--- config.mk ---
export PLATFORM = sky130hd
export DESIGN_NAME = per_id_usage_accounting_table
export DESIGN_NICKNAME = d
export VERILOG_FILES = /design/src/puat_pkg.sv /design/src/per_id_usage_accounting_table.sv /design/src/puat_lookup.sv
export SDC_FILE = /design/constraint.sdc
export NUM_CORES = 2
export LEC_CHECK = 0
export BUFFER_PORTS_ARGS = -buffer_cell sky130_fd_sc_hd__buf_2
export CORE_ASPECT_RATIO = 1.25
export CORE_MARGIN = 2
export CORE_UTILIZATION = 45
export DETAILED_ROUTE_END_ITERATION = 12
export PLACE_DENSITY = 0.59
export SYNTH_ARGS = -nofsm -noshare
export SYNTH_HDL_FRONTEND = slang
export SYNTH_HIERARCHICAL = 1
export SYNTH_SLANG_ARGS = --single-unit
--- constraint.sdc ---
create_clock -name clk_i -period 21.2 [get_ports clk_i]
set_input_delay 2.12 -clock clk_i [delete_from_list [all_inputs] [get_ports clk_i]]
set_output_delay 2.12 -clock clk_i [all_outputs]
set_load 0.01 [all_outputs]
--- src/puat_pkg.sv ---
// Shared types and codes for the per-ID usage accounting table.
package puat_pkg;

  localparam logic [1:0] KindCharge   = 2'd0;
  localparam logic [1:0] KindRelease  = 2'd1;
  localparam logic [1:0] KindRegister = 2'd2;

  localparam logic [1:0] StExisting = 2'd0;
  localparam logic [1:0] StNew      = 2'd1;
  localparam logic [1:0] StUnknown  = 2'd2;
  localparam logic [1:0] StFull     = 2'd3;

  localparam int unsigned IdW    = 32;
  localparam int unsigned AmtW   = 32;
  localparam int unsigned SlotOW = 3;

  typedef struct packed {
    logic [1:0]      kind;
    logic [IdW-1:0]  requester_id;
    logic [AmtW-1:0] amount;
  } req_t;

  typedef struct packed {
    logic [1:0]        status;
    logic [SlotOW-1:0] slot;
    logic [AmtW-1:0]   usage;
    logic [AmtW-1:0]   peak_usage;
  } rsp_t;

endpackage

--- src/per_id_usage_accounting_table.sv ---
// Top level of the per-ID usage accounting table.
//
//   channel | valid       | ready       | payload
//   request | req_valid_i | req_ready_o | req_i  (puat_pkg::req_t)
//   result  | rsp_valid_o | rsp_ready_i | rsp_o  (puat_pkg::rsp_t)
//
// One request per cycle unless stalled; each result is registered from in_q.
// The table is read and updated in one pass from the input register.
// Reset empties the table (occupancy count to zero) and drops both stages.
// A held result stalls the input register, which then stalls the request side.
module per_id_usage_accounting_table #(
  parameter int unsigned TABLE_SLOTS = 8
) (
  input  logic             clk_i,
  input  logic             rst_ni,
  input  logic             req_valid_i,
  output logic             req_ready_o,
  input  puat_pkg::req_t   req_i,
  output logic             rsp_valid_o,
  input  logic             rsp_ready_i,
  output puat_pkg::rsp_t   rsp_o
);

  localparam int unsigned SlotW = (TABLE_SLOTS > 1) ? $clog2(TABLE_SLOTS) : 1;
  localparam int unsigned CntW  = $clog2(TABLE_SLOTS + 1);
  localparam int unsigned AmtW  = puat_pkg::AmtW;

  logic                                     in_vld_q;
  puat_pkg::req_t                           in_q;
  logic                                     out_vld_q;
  puat_pkg::rsp_t                           out_q;
  logic [TABLE_SLOTS-1:0][puat_pkg::IdW-1:0] ids_q;
  logic [TABLE_SLOTS-1:0][AmtW-1:0]         usage_q;
  logic [TABLE_SLOTS-1:0][AmtW-1:0]         peak_q;
  logic [CntW-1:0]                          count_q;
  logic [CntW-1:0]                          count_d;

  logic             advance;
  logic             hit;
  logic [SlotW-1:0] hit_idx;
  logic             is_charge;
  logic             is_release;
  logic             wants_slot;
  logic             full;
  logic             alloc;
  logic             found;
  logic [SlotW-1:0] wr_idx;
  logic [AmtW-1:0]  base_usage;
  logic [AmtW-1:0]  base_peak;
  logic [AmtW:0]    sum;
  logic [AmtW-1:0]  new_usage;
  logic [AmtW-1:0]  new_peak;
  logic [31:0]      slot_wide;
  puat_pkg::rsp_t   out_d;

  assign advance     = in_vld_q && (!out_vld_q || rsp_ready_i);
  assign req_ready_o = !in_vld_q || advance;
  assign rsp_valid_o = out_vld_q;
  assign rsp_o       = out_q;

  puat_lookup #(
    .TABLE_SLOTS(TABLE_SLOTS)
  ) u_lookup (
    .ids_i  (ids_q),
    .count_i(count_q),
    .id_i   (in_q.requester_id),
    .hit_o  (hit),
    .idx_o  (hit_idx)
  );

  always_comb begin
    is_charge  = (in_q.kind == puat_pkg::KindCharge);
    is_release = (in_q.kind == puat_pkg::KindRelease);
    wants_slot = is_charge || (in_q.kind == puat_pkg::KindRegister);
    full       = (count_q >= CntW'(TABLE_SLOTS));
    alloc      = !hit && wants_slot && !full;
    found      = hit || alloc;
    wr_idx     = hit ? hit_idx : count_q[SlotW-1:0];
    base_usage = hit ? usage_q[hit_idx] : '0;
    base_peak  = hit ? peak_q[hit_idx] : '0;
    sum        = {1'b0, base_usage} + {1'b0, in_q.amount};
    new_usage  = base_usage;
    new_peak   = base_peak;
    if (is_charge) begin
      new_usage = sum[AmtW] ? '1 : sum[AmtW-1:0];
      if (new_usage > base_peak) begin
        new_peak = new_usage;
      end
    end else if (is_release) begin
      new_usage = (in_q.amount > base_usage) ? '0 : base_usage - in_q.amount;
    end
    count_d   = (advance && alloc) ? count_q + CntW'(1) : count_q;
    slot_wide = 32'(wr_idx);
    if (found) begin
      out_d.status     = hit ? puat_pkg::StExisting : puat_pkg::StNew;
      out_d.slot       = slot_wide[puat_pkg::SlotOW-1:0];
      out_d.usage      = new_usage;
      out_d.peak_usage = new_peak;
    end else begin
      out_d.status     = wants_slot ? puat_pkg::StFull : puat_pkg::StUnknown;
      out_d.slot       = '0;
      out_d.usage      = '0;
      out_d.peak_usage = '0;
    end
  end

  always_ff @(posedge clk_i or negedge rst_ni) begin
    if (!rst_ni) begin
      in_vld_q  <= 1'b0;
      out_vld_q <= 1'b0;
      count_q   <= '0;
    end else begin
      count_q <= count_d;
      if (req_ready_o) begin
        in_vld_q <= req_valid_i;
      end
      if (advance) begin
        out_vld_q <= 1'b1;
      end else if (rsp_ready_i) begin
        out_vld_q <= 1'b0;
      end
    end
  end

  always_ff @(posedge clk_i) begin
    if (req_ready_o && req_valid_i) begin
      in_q <= req_i;
    end
    if (advance) begin
      out_q <= out_d;
      if (found) begin
        ids_q[wr_idx]   <= in_q.requester_id;
        usage_q[wr_idx] <= new_usage;
        peak_q[wr_idx]  <= new_peak;
      end
    end
  end

endmodule

--- src/puat_lookup.sv ---
// Parallel ID match over the occupied slots, lowest slot wins.
module puat_lookup #(
  parameter int unsigned TABLE_SLOTS = 8,
  localparam int unsigned SlotW = (TABLE_SLOTS > 1) ? $clog2(TABLE_SLOTS) : 1,
  localparam int unsigned CntW  = $clog2(TABLE_SLOTS + 1)
) (
  input  logic [TABLE_SLOTS-1:0][puat_pkg::IdW-1:0] ids_i,
  input  logic [CntW-1:0]                           count_i,
  input  logic [puat_pkg::IdW-1:0]                  id_i,
  output logic                                      hit_o,
  output logic [SlotW-1:0]                          idx_o
);

  logic [TABLE_SLOTS-1:0] match;

  always_comb begin
    for (int i = 0; i < TABLE_SLOTS; i++) begin
      match[i] = (CntW'(i) < count_i) && (ids_i[i] == id_i);
    end
  end

  always_comb begin
    hit_o = 1'b0;
    idx_o = '0;
    for (int i = TABLE_SLOTS - 1; i >= 0; i--) begin
      if (match[i]) begin
        hit_o = 1'b1;
        idx_o = SlotW'(i);
      end
    end
  end

endmodule
**Word-level counts from Yosys, hierarchy flattened**

Index checks and enable logic that the tools add are counted.

- Register bits: 909
- Output and inout port bits: 71
- Logic and storage cells: 125

- Add/subtract/negate cells: 3
- $lt $le $gt $ge: 14
- Eq/ne operators: 10
- Muxes and demuxes: 39
- Reduce and logical (&&, ||, !) cells: 25

Operators by type and width:

| cell | count |
|---|---|
| bitwise mux 256 bit | 3 |
| two-way mux 32 bit | 11 |
| == test 32 bit | 8 |
| binary-select mux 32 bit (select 3 bit) | 2 |
| demux 32 bit (select 3 bit) | 1 |
| two-way mux 69 bit | 1 |
| > comparator 32 bit | 2 |
| adder 32 x 32 -> 33 bit | 1 |
| subtractor 32 bit | 1 |
| two-way mux 3 bit | 9 |
| < comparator 3 x 4 -> 1 bit, first input constant | 4 |
| logical AND 1 bit | 14 |
| two-way mux 1 bit | 12 |
| < comparator 1 x 4 -> 1 bit, first input constant | 2 |
| < comparator 2 x 4 -> 1 bit, first input constant | 2 |
| < comparator 3 x 4 -> 1 bit, second input constant | 2 |
| adder 4 x 1 -> 4 bit, second input constant | 1 |
| >= comparator 4 bit, second input constant | 1 |
| logical NOT 1 bit | 4 |
| logical OR 1 bit | 4 |
| >= comparator 3 x 1 -> 1 bit, second input constant | 1 |
| == test 2 x 1 -> 1 bit, second input constant | 1 |
| == test 2 bit, second input constant | 1 |
| logical NOT 2 bit | 1 |
| 2 further kinds | 2 |

**Depth between registers and ports, before layout**

- Word-level depth: 19
- Mapped depth: 39
- Depth with buffers taken out: 31

**Hierarchy**

The synthesis kept the hierarchy.

By module, submodules not included:

| module | instances | cells an instance | area each (µm²) |
|---|---|---|---|
| per_id_usage_accounting_table | 1 | 2,251 | 38,050.2 |
| puat_lookup | 1 | 402 | 3,309.4 |

**Worst setup path after synthesis**

No wires, ideal clock.

- Path kind: input to register
- Start: input rsp_ready_i
- End: register ids_q[0] (netlist name), enable pin
- Data arrival time: 8.905 ns
- Required time: 20.648 ns
- Slack: 11.743 ns
- Stages: 5
- Buffers on the path: 1
- Cells stage by stage: nand2b_1 and2_1 clkbuf_1 o21ai_0 nor2_1

- Longest elaborated chain between the ends: 3

RTL lines:

| what | RTL line | source |
|---|---|---|
| start: declaration | per_id_usage_accounting_table.sv:20 | `input logic rsp_ready_i,` |
| logical OR 1 bit | per_id_usage_accounting_table.sv:56 | `assign advance = in_vld_q && (!out_vld_q \|\| rsp_ready_i);` |
| logical AND 1 bit | per_id_usage_accounting_table.sv:56 |  |
| named net advance | per_id_usage_accounting_table.sv:38 | `logic advance;` |
| AND reduction 2 bit (no source line) | - |  |
| end signal: indexed assignment | per_id_usage_accounting_table.sv:132 | `ids_q[wr_idx] <= in_q.requester_id;` |
| end: declaration | per_id_usage_accounting_table.sv:32 | `logic [TABLE_SLOTS-1:0][puat_pkg::IdW-1:0] ids_q;` |

The timed path passes the listed nets, and every way through them passes these cells.
A chain may end at the register's enable or synchronous reset.

**Worst setup path in the final report**

- Start: register in_q[61] (netlist name)
- End: register out_q, in the netlist rsp_o[21], data pin

- Longest elaborated chain between the ends: 18
- Elaborated cells between the ends (all ways): 47
- Classes of those cells: 1 x add/sub; 1 x order compare; 8 x eq/ne; 25 x mux; 12 x reduce/logical

RTL lines:

| what | RTL line | source |
|---|---|---|
| start: declaration | per_id_usage_accounting_table.sv:29 | `puat_pkg::req_t in_q;` |
| start signal: assignment | per_id_usage_accounting_table.sv:127 | `in_q <= req_i;` |
| == test 32 bit | puat_lookup.sv:18 | `match[i] = (CntW'(i) < count_i) && (ids_i[i] == id_i);` |
| logical AND 1 bit | puat_lookup.sv:18 |  |
| two-way mux 3 bit (7 in series) | puat_lookup.sv:26 | `if (match[i]) begin` |
| two-way mux 3 bit (*) | puat_lookup.sv:26 |  |
| named net hit_idx[1] | per_id_usage_accounting_table.sv:40 | `logic [SlotW-1:0] hit_idx;` |
| binary-select mux 32 bit (select 3 bit) | per_id_usage_accounting_table.sv:79 | `base_usage = hit ? usage_q[hit_idx] : '0;` |
| two-way mux 32 bit (not written as such) | per_id_usage_accounting_table.sv:79 |  |
| two-way mux 32 bit | per_id_usage_accounting_table.sv:79 |  |
| adder 32 x 32 -> 33 bit | per_id_usage_accounting_table.sv:81 | `sum = {1'b0, base_usage} + {1'b0, in_q.amount};` |
| two-way mux 32 bit | per_id_usage_accounting_table.sv:85 | `new_usage = sum[AmtW] ? '1 : sum[AmtW-1:0];` |
| > comparator 32 bit | per_id_usage_accounting_table.sv:86 | `if (new_usage > base_peak) begin` |
| two-way mux 32 bit | per_id_usage_accounting_table.sv:86 |  |
| two-way mux 32 bit (*) | per_id_usage_accounting_table.sv:84 | `if (is_charge) begin` |
| named net new_peak[21] | per_id_usage_accounting_table.sv:52 | `logic [AmtW-1:0] new_peak;` |
| end signal: assignment | per_id_usage_accounting_table.sv:130 | `out_q <= out_d;` |
| end: declaration | per_id_usage_accounting_table.sv:31 | `puat_pkg::rsp_t out_q;` |

The timed path passes the listed nets; every way through them passes the cells marked *. The select of a mux whose other input is x is not followed.

==> flow_metrics.py <==
metrics = {
    "outcome": {
        "result_of_the_run": "finished clean",
    },
    "timing": {
        "finClkSkew_ns": 0.0260,
        "finalCritPeriodShare_pct": 55.4,
        "finalHoldWorstSlack_ns": 0.519,
        "tightestPinTransition_ns": 1.27,
        "final-setup-viol-count": 0,
        "timing.final.hold_violations": 0,
        "grt_setup_unrepaired": "false",
        "setup_tns_ns": 0,
        "finalMaxSlewViolations": 0,
        "layout_setup_ws_ns": 9.45,
        "period_needed_ns": 11.75,
        "max-slew-margin-rel_pct": 14.4,
        "clock.fmax_ghz": 0.0851,
    },
    "worst_setup_path": {
        "critical_path.startpoint_type": "register",
        "cp-end-kind": "register",
        "timing_worst_setup_path_type": "register to register",
        "critPathSlowestCell": "sky130_fd_sc_hd__edfxtp_1",
        "timing.critical_path.required_ns": 21.70,
        "cpPeakStageDelay_ns": 0.92,
        "cp_max_fanout": 55,
        "timing.critical_path.arrival_ns": 12.26,
    },
    "cts": {
        "cts.root.buffer_cell": "sky130_fd_sc_hd__clkbuf_16",
        "cts_sinks": 909,
        "post_cts_hold_buffer_count": 0,
        "cts_tree": "done",
        "clock_tree.htree_level_count": 3,
        "post_cts_buffers": 0,
        "cts_max_path_buffers": 3,
        "tritoncts.num_buffers": 91,
        "clk_pin_slew_worst_paths_ns": 0.06,
        "cts_repair_resize_count": 0,
        "clk_latency_ns": 0.66,
    },
    "routing": {
        "detailroute.via_count": 23500,
        "drt_drc_violations_left": 0,
        "route.final.wire_length_um": 116000,
        "route.top_layer_used": "met4",
        "drt_first_pass_iters": 5,
        "wl_met1_um": 44900,
        "detail_route.iter0.violations": 1881,
        "wl_met2_um": 62200,
        "drtAntennaViolNets": 0,
        "dr_wl_met3_um": 4430,
        "route.detailed.wl_per_inst_um": 28.5,
        "avgViaCountPerCell": 5.78,
    },
    "global_route": {
        "grt.total_usage_pct": 24.6,
        "antenna_found_initial": 1,
        "via_count_of_the_first_global_routing_pass": 24200,
        "grt_max_degree": 89,
        "globalRoute.totalOverflow": 0,
        "grt_pass1_wl_um": 167000,
    },
    "place": {
        "port_buffers": 140,
        "preCtsSetupSlack_ns": 9.44,
        "place.detailed.hpwl_um": 77300,
        "place.gp.congestion": 0.961,
        "dpl.cell_count": 3907,
    },
    "cells_and_area": {
        "fillerInstances": 7619,
        "final_nets": 2973,
        "area.sequential_um2": 27300,
        "multi_input_area_um2": 13000,
        "final_cell_mix": "sky130_fd_sc_hd__edfxtp_1 (903), sky130_fd_sc_hd__nand2_1 (173), sky130_fd_sc_hd__xor2_1 (172)",
        "syn2layout_area_growth_pct": 11.7,
        "final_layout_size_suffix_gt1_share_pct": 20.3,
        "most_common_cell_after_layout_fill_and_taps_aside": "sky130_fd_sc_hd__edfxtp_1",
        "finish.cell_count_without_fillers": 4073,
    },
    "power": {
        "ratio_of_total_power_to_cell_area_nw_per_um2": 87.3,
        "power.ir.vdd_worst_mv": 0.0658,
        "p_leak_nw": 15.8,
    },
    "floorplan": {
        "floorplan.die_area_um2": 94400,
        "floorplan.io_pins": 141,
        "initial_utilization_pct": 45.3,
        "die-width_um": 275,
        "fp.coreArea_um2": 91200,
        "rows": 124,
        "die_h_um": 343,
    },
    "job": {
        "maxCapViolCount": 0,
    },
    "yosys": {
        "async_reset_ff_share_pct": 0.660,
        "yosysWarnings": 6,
        "synth_area_um2": 41400,
        "cell_variety_after_synth": 97,
        "leading_post_synthesis_cells_by_cell_area": "sky130_fd_sc_hd__edfxtp_1 (66%), sky130_fd_sc_hd__mux4_2 (7.0%), sky130_fd_sc_hd__xor2_1 (3.6%)",
        "postSynthCellCount": 2653,
        "yosysSeqAreaShare_pct": 65.9,
        "yosys_register_bits": 909,
        "synth_nets": 2823,
        "synth_enable_flop_cells": 903,
        "synth.top_cell.area_share_pct": 65.6,
        "main_flop_type_after_synthesis": "sky130_fd_sc_hd__edfxtp_1",
        "yosysTopAreaCell": "sky130_fd_sc_hd__edfxtp_1",
        "synthesis.area_per_instance_um2": 15.6,
    },
    "min_path": {
        "hold_class": "register to register",
    },
}
## Yosys cell counts (all sizes together) (10+ instances only)
library cell and number:
or2 29, a21o 23, nor4 56, and2 23, inv 110, nor2 103, nor2b 23, nand4 40
a31oi 16, ha 98, mux4 128, a221oi 15, a21oi 99, o21ai 50, clkbuf 53, xor2 172
edfxtp 903, mux2 56, buf 77, nand3 24, nand2 173, nand2b 20, mux2i 23, o21a 10
xnor2 133, a211oi 32, nor3 40
## worst paths after layout
path / start / endpoint / slack (ns) / cells after the start
hold reg to reg: in_vld_q / rsp_valid_o / 0.52 / 1
setup / recovery: in_q[61] / rsp_o[21] / 9.45 / 31
hold / removal: in_vld_q / rsp_valid_o / 0.52 / 1
setup reg to reg: in_q[61] / rsp_o[21] / 9.45 / 31
max in group asynchronous: rst_ni / rsp_valid_o / 19.77 / 1
min in group asynchronous: rst_ni / count_q[2] / 1.29 / 1
## sequential cells by signal (all words and copies together), names as in the netlist
name / flops
peak_q: 256
in_q: 66
ids_q: 256
rsp_valid_o: 1
usage_q: 256
rsp_o: 69
count_q: 4
in_vld_q: 1
## logic make-up (layout without fill, tap and decap cells)
| kind of cell | count (synthesis) | in the layout | synth area share [%] |
|---|---|---|---|
| flops | 909 | 909 | 65.9 |
| simple gates | 559 | 559 | 7.02 |
| compound gates | 332 | 332 | 5.65 |
| xor+xnor | 305 | 305 | 6.46 |
| buf+inv | 241 | 463 | 2.83 |
| mux | 207 | 207 | 9.05 |
| fa+ha+maj | 100 | 100 | 3.06 |
| other cells | 0 | 1 | 0 |
## per-stage QoR
step           util (%)  power (mW)  instance area (um2)
6_report           50.7        4.04                46200
4_1_cts            50.7        4.08                46200
3_5_place_dp       47.5        2.49                43300
5_1_grt            50.7        4.17                46200
3_3_place_gp       47.5        2.48                43300
2_1_floorplan         -        2.35                41400
## worst max-delay path, delay by kind of cell (launching register included)
kind | cells | cell delay [ns]
muxes | 3 | 1.28
buffers and inverters | 3 | 1.44
and+or+nand+nor | 12 | 3.30
DFF | 1 | 0.92
adders and majority gates | 2 | 0.83
xor gates and xnor gates | 2 | 0.26
AOI/OAI and AO/OA | 9 | 3.48
## layer usage
| metal | vias to the layer above | global-route usage [%] |
|---|---|---|
| li1 | 10400 | - |
| met1 | 12200 | 29.6 |
| met2 | 714 | 45.2 |
| met3 | 170 | 2.80 |
| met4 | 0 | 9.12 |
| met5 | - | 0 |
## power breakdown
group / switching [mW] / internal [mW] / total (mW)
clock: 0.677 / 0.908 / 1.58
combinational: 0.221 / 0.0925 / 0.313
sequential: 0.0593 / 2.08 / 2.14
total: 0.957 / 3.08 / 4.04
## final cells by class
class                      count  share of cell area, %
sequential                   909                   59.0
clock buffer                 107                   5.10
clock inverter                58                   1.22
timing repair buffer         187                   2.33
multi-input combinational   1503                   28.2
inverter                     111                  0.901
tap                         1197                   3.24
antenna                        1                0.00541
No activity file was read; power rests on OpenSTA's default activity.
